$ cat src/sha256_pkg.sv
// Shared types and constants for the SHA-256 message hasher.
package sha256_pkg;

  localparam int unsigned WORD_W = 32;
  localparam int unsigned ROUNDS = 64;
  localparam int unsigned BLK_WORDS = 16;
  localparam int unsigned CHAIN_WORDS = 8;
  localparam int unsigned TOTAL_W = 61;
  localparam logic [7:0] PAD_BYTE = 8'h80;
  localparam logic [5:0] LEN_FILL_LIMIT = 6'd56;

  localparam logic [WORD_W-1:0] ROUND_K [ROUNDS] = '{
    32'h428a2f98, 32'h71374491, 32'hb5c0fbcf, 32'he9b5dba5,
    32'h3956c25b, 32'h59f111f1, 32'h923f82a4, 32'hab1c5ed5,
    32'hd807aa98, 32'h12835b01, 32'h243185be, 32'h550c7dc3,
    32'h72be5d74, 32'h80deb1fe, 32'h9bdc06a7, 32'hc19bf174,
    32'he49b69c1, 32'hefbe4786, 32'h0fc19dc6, 32'h240ca1cc,
    32'h2de92c6f, 32'h4a7484aa, 32'h5cb0a9dc, 32'h76f988da,
    32'h983e5152, 32'ha831c66d, 32'hb00327c8, 32'hbf597fc7,
    32'hc6e00bf3, 32'hd5a79147, 32'h06ca6351, 32'h14292967,
    32'h27b70a85, 32'h2e1b2138, 32'h4d2c6dfc, 32'h53380d13,
    32'h650a7354, 32'h766a0abb, 32'h81c2c92e, 32'h92722c85,
    32'ha2bfe8a1, 32'ha81a664b, 32'hc24b8b70, 32'hc76c51a3,
    32'hd192e819, 32'hd6990624, 32'hf40e3585, 32'h106aa070,
    32'h19a4c116, 32'h1e376c08, 32'h2748774c, 32'h34b0bcb5,
    32'h391c0cb3, 32'h4ed8aa4a, 32'h5b9cca4f, 32'h682e6ff3,
    32'h748f82ee, 32'h78a5636f, 32'h84c87814, 32'h8cc70208,
    32'h90befffa, 32'ha4506ceb, 32'hbef9a3f7, 32'hc67178f2
  };

  localparam logic [WORD_W-1:0] INIT_H [CHAIN_WORDS] = '{
    32'h6a09e667, 32'hbb67ae85, 32'h3c6ef372, 32'ha54ff53a,
    32'h510e527f, 32'h9b05688c, 32'h1f83d9ab, 32'h5be0cd19
  };

  typedef struct packed {
    logic       byte_we;
    logic       pad_we;
    logic       len_we;
    logic       load;
    logic       round_en;
    logic       fold;
    logic       restart;
    logic [5:0] rnd;
    logic [2:0] sel;
  } sha256_cmd_t;

  typedef struct packed {
    logic fill_last;
    logic fill_hi;
  } sha256_sts_t;

endpackage

$ cat src/sha256_if.sv
// Word channel interfaces for message bytes in and digest words out.
interface sha256_in_if;
  logic       valid;
  logic       ready;
  logic [7:0] data_byte;
  logic       byte_valid;
  logic       last_byte;

  modport source(output valid, data_byte, byte_valid, last_byte, input ready);
  modport sink(input valid, data_byte, byte_valid, last_byte, output ready);
endinterface

interface sha256_out_if;
  logic        valid;
  logic        ready;
  logic [31:0] digest_word;
  logic [2:0]  word_index;
  logic        last_word;

  modport source(output valid, digest_word, word_index, last_word, input ready);
  modport sink(input valid, digest_word, word_index, last_word, output ready);
endinterface

$ cat src/sha256_ctrl.sv
// Sequencing FSM: byte intake, padding, compression rounds and digest readout.
module sha256_ctrl (
  input  logic                    clk,
  input  logic                    rst_n,
  input  logic                    in_valid,
  input  logic                    in_byte_valid,
  input  logic                    in_last,
  output logic                    in_ready,
  output logic                    out_valid,
  input  logic                    out_ready,
  output logic [2:0]              out_index,
  output logic                    out_last,
  output sha256_pkg::sha256_cmd_t cmd,
  input  sha256_pkg::sha256_sts_t sts
);
  import sha256_pkg::*;

  localparam logic [2:0] S_IDLE  = 3'd0;
  localparam logic [2:0] S_ROUND = 3'd1;
  localparam logic [2:0] S_FOLD  = 3'd2;
  localparam logic [2:0] S_PAD   = 3'd3;
  localparam logic [2:0] S_LEN   = 3'd4;
  localparam logic [2:0] S_OUT   = 3'd5;

  // what follows the compression in flight
  localparam logic [1:0] PH_DATA = 2'd0;
  localparam logic [1:0] PH_PAD  = 2'd1;
  localparam logic [1:0] PH_LEN  = 2'd2;
  localparam logic [1:0] PH_DONE = 2'd3;

  localparam logic [5:0] LAST_RND = 6'(ROUNDS - 1);
  localparam logic [2:0] LAST_IDX = 3'(CHAIN_WORDS - 1);

  logic [2:0] state_r, state_nxt;
  logic [1:0] phase_r, phase_nxt;
  logic [5:0] rnd_r, rnd_nxt;
  logic [2:0] idx_r, idx_nxt;

  always_comb begin
    state_nxt = state_r;
    phase_nxt = phase_r;
    rnd_nxt   = rnd_r;
    idx_nxt   = idx_r;
    cmd       = '0;
    cmd.rnd   = rnd_r;
    cmd.sel   = idx_r;
    in_ready  = (state_r == S_IDLE);
    out_valid = (state_r == S_OUT);
    unique case (state_r)
      S_IDLE: begin
        if (in_valid) begin
          cmd.byte_we = in_byte_valid;
          if (in_byte_valid && sts.fill_last) begin
            cmd.load  = 1'b1;
            state_nxt = S_ROUND;
            phase_nxt = in_last ? PH_PAD : PH_DATA;
          end else if (in_last) begin
            state_nxt = S_PAD;
          end
        end
      end
      S_ROUND: begin
        cmd.round_en = 1'b1;
        rnd_nxt      = rnd_r + 6'd1;
        if (rnd_r == LAST_RND) state_nxt = S_FOLD;
      end
      S_FOLD: begin
        cmd.fold = 1'b1;
        unique case (phase_r)
          PH_DATA: state_nxt = S_IDLE;
          PH_PAD:  state_nxt = S_PAD;
          PH_LEN:  state_nxt = S_LEN;
          PH_DONE: begin
            state_nxt = S_OUT;
            idx_nxt   = 3'd0;
          end
          default: state_nxt = S_IDLE;
        endcase
      end
      S_PAD: begin
        cmd.pad_we = 1'b1;
        if (sts.fill_hi) begin
          cmd.load  = 1'b1;
          state_nxt = S_ROUND;
          phase_nxt = PH_LEN;
        end else begin
          state_nxt = S_LEN;
        end
      end
      S_LEN: begin
        cmd.len_we = 1'b1;
        cmd.load   = 1'b1;
        state_nxt  = S_ROUND;
        phase_nxt  = PH_DONE;
      end
      S_OUT: begin
        if (out_ready) begin
          idx_nxt = idx_r + 3'd1;
          if (idx_r == LAST_IDX) begin
            cmd.restart = 1'b1;
            state_nxt   = S_IDLE;
          end
        end
      end
      default: state_nxt = S_IDLE;
    endcase
  end

  assign out_index = idx_r;
  assign out_last  = (idx_r == LAST_IDX);

  always_ff @(posedge clk) begin
    if (!rst_n) begin
      state_r <= S_IDLE;
      phase_r <= PH_DATA;
      rnd_r   <= '0;
      idx_r   <= '0;
    end else begin
      state_r <= state_nxt;
      phase_r <= phase_nxt;
      rnd_r   <= rnd_nxt;
      idx_r   <= idx_nxt;
    end
  end

`ifndef ASSERT_OFF
  a_no_overlap: assert property (@(posedge clk) disable iff (!rst_n)
    !(in_ready && out_valid)) else $error("input and output open together");

  a_round_end: assert property (@(posedge clk) disable iff (!rst_n)
    (state_r == S_ROUND && rnd_r == LAST_RND) |=> (state_r == S_FOLD))
    else $error("round count did not end in fold");

  a_digest_after_len: assert property (@(posedge clk) disable iff (!rst_n)
    (state_r == S_FOLD && phase_r == PH_DONE) |=> (out_valid && idx_r == 3'd0))
    else $error("digest readout not started after length block");

  a_rounds_start_zero: assert property (@(posedge clk) disable iff (!rst_n)
    (state_r != S_ROUND && state_nxt == S_ROUND) |-> (rnd_r == 6'd0))
    else $error("round counter not at zero on block start");
`endif

endmodule

$ cat src/sha256_dp.sv
// Datapath: block buffer, message schedule, round logic and chaining value.
module sha256_dp (
  input  logic                    clk,
  input  logic                    rst_n,
  input  logic [7:0]              data_byte,
  input  sha256_pkg::sha256_cmd_t cmd,
  output sha256_pkg::sha256_sts_t sts,
  output logic [31:0]             digest_word
);
  import sha256_pkg::*;

  logic [WORD_W-1:0]  blk_r   [BLK_WORDS];
  logic [WORD_W-1:0]  v_r     [CHAIN_WORDS];
  logic [WORD_W-1:0]  chain_r [CHAIN_WORDS];
  logic [TOTAL_W-1:0] total_r;
  logic [5:0]         fill_r;

  logic [WORD_W-1:0] w_new, t1, t2, s0, s1, ch, mj;
  logic [63:0]       bit_len;
  logic [3:0]        wsel;
  logic [4:0]        lane_base;
  logic [7:0]        put_byte;

  function automatic logic [31:0] rotr(input logic [31:0] x, input int unsigned n);
    return (x >> n) | (x << (32 - n));
  endfunction

  // schedule window: blk_r[0] is w[r], shifted in is w[r+16]
  assign w_new = (rotr(blk_r[14], 17) ^ rotr(blk_r[14], 19) ^ (blk_r[14] >> 10))
               + blk_r[9]
               + (rotr(blk_r[1], 7) ^ rotr(blk_r[1], 18) ^ (blk_r[1] >> 3))
               + blk_r[0];

  assign s1 = rotr(v_r[4], 6) ^ rotr(v_r[4], 11) ^ rotr(v_r[4], 25);
  assign ch = (v_r[4] & v_r[5]) ^ (~v_r[4] & v_r[6]);
  assign t1 = v_r[7] + s1 + ch + ROUND_K[cmd.rnd] + blk_r[0];
  assign s0 = rotr(v_r[0], 2) ^ rotr(v_r[0], 13) ^ rotr(v_r[0], 22);
  assign mj = (v_r[0] & v_r[1]) ^ (v_r[0] & v_r[2]) ^ (v_r[1] & v_r[2]);
  assign t2 = s0 + mj;

  assign bit_len   = {total_r, 3'b000};
  assign wsel      = fill_r[5:2];
  assign lane_base = {~fill_r[1:0], 3'b000};
  assign put_byte  = cmd.pad_we ? PAD_BYTE : data_byte;

  assign sts.fill_last = (fill_r == 6'd63);
  assign sts.fill_hi   = (fill_r >= LEN_FILL_LIMIT);
  assign digest_word   = chain_r[cmd.sel];

  always_ff @(posedge clk) begin
    if (!rst_n) begin
      for (int i = 0; i < BLK_WORDS; i++) blk_r[i] <= '0;
      for (int i = 0; i < CHAIN_WORDS; i++) chain_r[i] <= INIT_H[i];
      total_r <= '0;
      fill_r  <= '0;
    end else begin
      if (cmd.byte_we || cmd.pad_we) begin
        blk_r[wsel][lane_base +: 8] <= blk_r[wsel][lane_base +: 8] | put_byte;
      end
      if (cmd.byte_we) begin
        fill_r  <= fill_r + 6'd1;
        total_r <= total_r + TOTAL_W'(1);
      end
      if (cmd.len_we) begin
        blk_r[14] <= bit_len[63:32];
        blk_r[15] <= bit_len[31:0];
      end
      if (cmd.round_en) begin
        for (int i = 0; i < BLK_WORDS - 1; i++) blk_r[i] <= blk_r[i+1];
        blk_r[BLK_WORDS-1] <= w_new;
      end
      if (cmd.fold) begin
        for (int i = 0; i < CHAIN_WORDS; i++) chain_r[i] <= chain_r[i] + v_r[i];
        for (int i = 0; i < BLK_WORDS; i++) blk_r[i] <= '0;
      end
      if (cmd.restart) begin
        for (int i = 0; i < CHAIN_WORDS; i++) chain_r[i] <= INIT_H[i];
        total_r <= '0;
        fill_r  <= '0;
      end
    end
  end

  // working variables a..h
  always_ff @(posedge clk) begin
    if (!rst_n) begin
      for (int i = 0; i < CHAIN_WORDS; i++) v_r[i] <= '0;
    end else if (cmd.load) begin
      for (int i = 0; i < CHAIN_WORDS; i++) v_r[i] <= chain_r[i];
    end else if (cmd.round_en) begin
      v_r[7] <= v_r[6];
      v_r[6] <= v_r[5];
      v_r[5] <= v_r[4];
      v_r[4] <= v_r[3] + t1;
      v_r[3] <= v_r[2];
      v_r[2] <= v_r[1];
      v_r[1] <= v_r[0];
      v_r[0] <= t1 + t2;
    end
  end

endmodule

$ cat src/sha256_message_hasher_core.sv
// SHA-256 message hasher top level: one byte per input word, eight digest words out.
// Message bytes are taken one per cycle while the controller is idle. When a byte
// completes a 64-byte block the input stalls for 64 compression rounds, one per cycle
// in the round datapath, and a fold of the result into the chaining value.
// Finishing a message takes a padding step, a length step and the rounds and fold of
// the final block, plus another such block when 56 or more bytes were pending; the eight
// digest words then go out one per accepted output word, and the next message is
// taken after the eighth.
module sha256_message_hasher_core (
  input  logic         clk,
  input  logic         rst_n,
  sha256_in_if.sink    in_ch,
  sha256_out_if.source out_ch
);
  import sha256_pkg::*;

  sha256_cmd_t cmd;
  sha256_sts_t sts;

  sha256_ctrl u_ctrl (
    .clk           (clk),
    .rst_n         (rst_n),
    .in_valid      (in_ch.valid),
    .in_byte_valid (in_ch.byte_valid),
    .in_last       (in_ch.last_byte),
    .in_ready      (in_ch.ready),
    .out_valid     (out_ch.valid),
    .out_ready     (out_ch.ready),
    .out_index     (out_ch.word_index),
    .out_last      (out_ch.last_word),
    .cmd           (cmd),
    .sts           (sts)
  );

  sha256_dp u_dp (
    .clk         (clk),
    .rst_n       (rst_n),
    .data_byte   (in_ch.data_byte),
    .cmd         (cmd),
    .sts         (sts),
    .digest_word (out_ch.digest_word)
  );

endmodule
$ cat src/flat_wrapper.sv
// flat-port wrapper written by rule: the top's interface ports become plain ports
module sha256_message_hasher_core_flat import sha256_pkg::*;
  (clk, rst_n, in_ch_valid, in_ch_data_byte, in_ch_byte_valid, in_ch_last_byte, in_ch_ready, out_ch_valid, out_ch_digest_word, out_ch_word_index, out_ch_last_word, out_ch_ready);
  sha256_in_if in_ch_i ();
  sha256_out_if out_ch_i ();
  input  logic clk;
  input  logic rst_n;
  input wire logic [$bits(in_ch_i.valid)-1:0] in_ch_valid;
  input wire logic [$bits(in_ch_i.data_byte)-1:0] in_ch_data_byte;
  input wire logic [$bits(in_ch_i.byte_valid)-1:0] in_ch_byte_valid;
  input wire logic [$bits(in_ch_i.last_byte)-1:0] in_ch_last_byte;
  output wire logic [$bits(in_ch_i.ready)-1:0] in_ch_ready;
  output wire logic [$bits(out_ch_i.valid)-1:0] out_ch_valid;
  output wire logic [$bits(out_ch_i.digest_word)-1:0] out_ch_digest_word;
  output wire logic [$bits(out_ch_i.word_index)-1:0] out_ch_word_index;
  output wire logic [$bits(out_ch_i.last_word)-1:0] out_ch_last_word;
  input wire logic [$bits(out_ch_i.ready)-1:0] out_ch_ready;
  assign in_ch_i.valid = in_ch_valid;
  assign in_ch_i.data_byte = in_ch_data_byte;
  assign in_ch_i.byte_valid = in_ch_byte_valid;
  assign in_ch_i.last_byte = in_ch_last_byte;
  assign in_ch_ready = in_ch_i.ready;
  assign out_ch_valid = out_ch_i.valid;
  assign out_ch_digest_word = out_ch_i.digest_word;
  assign out_ch_word_index = out_ch_i.word_index;
  assign out_ch_last_word = out_ch_i.last_word;
  assign out_ch_i.ready = out_ch_ready;
  sha256_message_hasher_core u_core (.clk(clk), .rst_n(rst_n), .in_ch(in_ch_i), .out_ch(out_ch_i));
endmodule
$ cat config.mk
export PLATFORM = sky130hd
export DESIGN_NAME = sha256_message_hasher_core_flat
export DESIGN_NICKNAME = d
export VERILOG_FILES = /design/src/sha256_pkg.sv /design/src/sha256_if.sv /design/src/sha256_ctrl.sv /design/src/sha256_dp.sv /design/src/sha256_message_hasher_core.sv /design/src/flat_wrapper.sv
export SDC_FILE = /design/constraint.sdc
export NUM_CORES = 2
export LEC_CHECK = 0
export ABC_AREA = 0
export BUFFER_PORTS_ARGS = -buffer_cell sky130_fd_sc_hd__buf_2
export CAP_MARGIN = 20
export CORE_UTILIZATION = 54
export CTS_CLUSTER_SIZE = 10
export DETAILED_ROUTE_END_ITERATION = 16
export GPL_TIMING_DRIVEN = 0
export PLACE_DENSITY_LB_ADDON = 0.2
export SYNTH_ARGS = -nofsm -noshare
export SYNTH_HDL_FRONTEND = slang
export SYNTH_SLANG_ARGS = --single-unit
$ cat constraint.sdc
create_clock -name clk -period 9.45 [get_ports clk]
set_clock_uncertainty 0.2 [all_clocks]
set_input_delay 0.945 -clock clk [delete_from_list [all_inputs] [get_ports clk]]
set_output_delay 0.945 -clock clk [all_outputs]
set_load 0.02 [all_outputs]
==> results.md <==
- Fin util: 60.09%
- Slew headroom: 11.36%
- Gr ovfl total: 0
- Largest net degree at the start of global routing: 60
- Top cells by area, synth: edfxtp_1 32%, dfxtp_1 7.1%, ha_1 6.3%, mux4_2 5.5%, nand2_1 5.1%
- CP endpoint kind: register
- Hold EP: u_core.u_dp.chain_r[5][4]$_SDFFE_PP0P_
- Ys flop type: edfxtp_1
- Gr usage total: 49.39%
- Mean routed wirelength per cell: 35.84 um
- FFs w/ async S/R, synth: 0%
- Number of synthesized register bits: 1112
- Die area: 147900 um^2
- Synth Cell Area: 79020 um^2
- Nets: 8897
- Synth warn: 0
- Synth cell count leaders: 1084 x nand2_1, 832 x edfxtp_1, 789 x o21ai_0
- Initial DRC count: 11460
- CP max FO: 12
- Avg Vias per Cell: 7.008
- FILL cells: 12530
- Post-Route WL: 369.5 mm
- TritonCTS buffer count: 137
- R2r worst-path depth: 32
- Core Area: 145400 um^2
- Yosys top cell by area: edfxtp_1
- Worst-path clk slew: 0.06 ns
- Die X: 384.5 um
- Post-layout min period: 9.314 ns
- H-tree lvl count: 4
- Port bufs: 50
- CP startpoint kind: register
- Gpl congestion: 1.161
- Area growth from synthesis to layout: 10.57%
- Vias in the first global route: 66730
- Worst Path Arrival: 9.62 ns
- Final Instance Area: 87370 um^2
- Synth Instances: 8038
- Met2 Use GR: 69.73%
- Register area: 30590 um^2
- Crit path from: u_core.u_ctrl.rnd_r[1]$_SDFFE_PN0P_
- Terminus of the critical flop-to-flop path: u_core.u_dp.v_r[0][29]$_SDFFCE_PN0P_
- Final setup fails: 0
- Synth Area per Inst: 9.830 um^2
- Via Count: 72240
- Post-synth EDFFs: 832
- Synth top area share: 31.62%
- Hold depth: 2
- Most common cell in the netlist: nand2_1
- Status: complete, no violations
- GRT met3 Usage: 16.87%
- Worst min path class: reg2reg
- Max Cap Viol: 0
- Grt met1 use: 59.44%
- Max-slew violations: 0
- Synth Net Count: 8646
- Hpwl dp: 288.7 mm
- Max frequency: 0.1074 GHz
- Most frequent cell on the critical path: o21ai_0
- CP max stage cell: clkbuf_1
- Antenna violations before repair: 34
- Row cnt: 140
- Clock Latency Late Sink: 0.83 ns
- R2R Setup Slk: 0.14 ns
- Initial Utilization: 54.35%
- Min-delay src: u_core.u_dp.chain_r[5][4]$_SDFFE_PP0P_
- # DRC: 0
- Tcrit/Tclk final: 98.56%
- Max incr delay on CP: 0.80 ns
- Layout cells sized above 1: 9.585%
- Sequential element share of the synthesized area: 38.71%
- Synth cell types: 100
- Clk buf depth: 3
- I/O pin cnt: 52
- First-pass DRT Iterations: 9
- Worst endpoint required time: 9.75 ns
- Busiest layer in global routing: met2
- Number of hold buffers added after CTS: 0
- Multi-input gate area: 45260 um^2
- Routed Antenna Nets: 0
- First-pass GRT wire length: 509.4 mm
- TritonCTS clock tree: built
- Die H: 384.5 um
- Final Hold Vio Count: 0
- Cell Area, Placed: 82340 um^2
- Critical path class: reg2reg
- CTS root buf: clkbuf_16
- Worst-margin pin slew: 1.325 ns
- RR Startpoint: u_core.u_ctrl.rnd_r[1]$_SDFFE_PN0P_
- Clock sinks: 1112
[repair_timing]
action / 4_1_cts / 5_1_grt
pin swaps: 1 / 8
resized for setup: 55 / 93
buffers inserted: 1 / 7
endpoints found under the setup margin: 43 / 23
[cell usage in the layout, fill, tap and decap left out, types with 28 or more instances in the layout]
cell,Yosys,routed
clkbuf_2,3,32
nand2_1,1084,1082
o21a_1,62,62
mux2i_1,38,38
dfxtp_1,280,279
nor2_1,446,442
a21o_1,186,186
xor2_1,209,204
mux2_2,58,58
a31oi_1,66,65
or3_1,45,45
inv_1,359,357
and3_1,61,61
a22oi_1,33,33
xnor2_1,398,388
and2_1,30,29
edfxtp_1,832,832
a21oi_1,476,470
clkbuf_1,360,379
ha_1,399,395
o21ai_0,789,781
buf_8,2,28
nand3_1,242,240
o21bai_1,50,50
a211oi_1,66,63
fa_1,195,195
buf_2,67,128
a22o_1,141,141
mux4_2,194,194
nor2b_1,66,66
clkbuf_16,0,137
a311oi_1,80,79
nor3_1,94,91
o211ai_1,65,65
buf_4,17,31
nand2b_1,70,70
buf_1,47,36
[area by class of cell]
cell class | instances | area share (%)
sequential | 1112 | 35.02
inverter | 365 | 1.588
multi-input combinational | 6051 | 51.81
tap | 1917 | 2.745
timing repair buffer | 117 | 1.402
buffer | 505 | 2.604
antenna | 14 | 0.04010
clock buffer | 198 | 4.243
clock inverter | 30 | 0.5542
[worst max-delay path by stage]
stage | to | depth (start not counted)
floorplan | u_core.u_dp.v_r[0][29]$_SDFFCE_PN0P_ | 38
global placement | u_core.u_dp.v_r[0][30]$_SDFFCE_PN0P_ | 35
detailed placement | u_core.u_dp.v_r[0][30]$_SDFFCE_PN0P_ | 35
CTS | u_core.u_dp.v_r[0][29]$_SDFFCE_PN0P_ | 34
global route | u_core.u_dp.v_r[0][29]$_SDFFCE_PN0P_ | 39
finish | u_core.u_dp.v_r[0][29]$_SDFFCE_PN0P_ | 32
[metal layers]
layer	share of wire [%]	wire length, um
met1	34	127100
met2	41	150600
met3	13	49700
met4	11	41880
met5	0.068	253
[stage by stage]
stage	setup WS, ns	TNS (ns)	hold slack (ns)	std cells
after floorplan	1.603	0	0.2543	8038
after global placement	-2.631	-337.69	0.2751	10010
after detailed placement	-2.443	-62.24	0.2794	10040
after CTS	0.01290	0	0.2886	10270
after global routing	-0.03035	-0.05294	0.3163	10300
final	0.1357	0	0.2927	10310
[state kept, by name, indices dropped and copies added (netlist names), named ones only]
| signal | flops |
|---|---|
| u_core.u_ctrl.state_r | 3 |
| u_core.u_dp.chain_r | 256 |
| u_core.u_dp.total_r | 61 |
| u_core.u_ctrl.out_index | 3 |
| u_core.u_dp.v_r | 256 |
| u_core.u_dp.blk_r | 512 |
| u_core.u_ctrl.phase_r | 2 |
| u_core.u_ctrl.rnd_r | 6 |
| u_core.u_dp.fill_r | 6 |
[worst max-delay path, delay by kind of cell, from the launching register on]
family	cells	cell delay, ns
AO/OA/AOI/OAI	13	2.83
adder cells (fa/ha/maj)	5	1.96
AND/OR/NAND/NOR	7	1.55
buffers and inverters	5	1.13
XOR/XNOR	2	0.78
flip-flops	1	0.52
[cell families (layout without fill, tap and decap cells)]
group	count (synthesis)	in the layout	synth area share, %
AOI/OAI and AO/OA	2276	2276	18.28
and+or+nand+nor	2250	2250	12.58
DFF	1112	1112	38.71
buffers and inverters	875	1215	4.549
xor gates and xnor gates	608	608	6.757
adders and majority gates	597	597	11.30
muxes	320	320	7.826
other	0	14	0
Power is not shown: default switching activity piles up to over one toggle a cycle in this logic, so the estimate is an artifact.
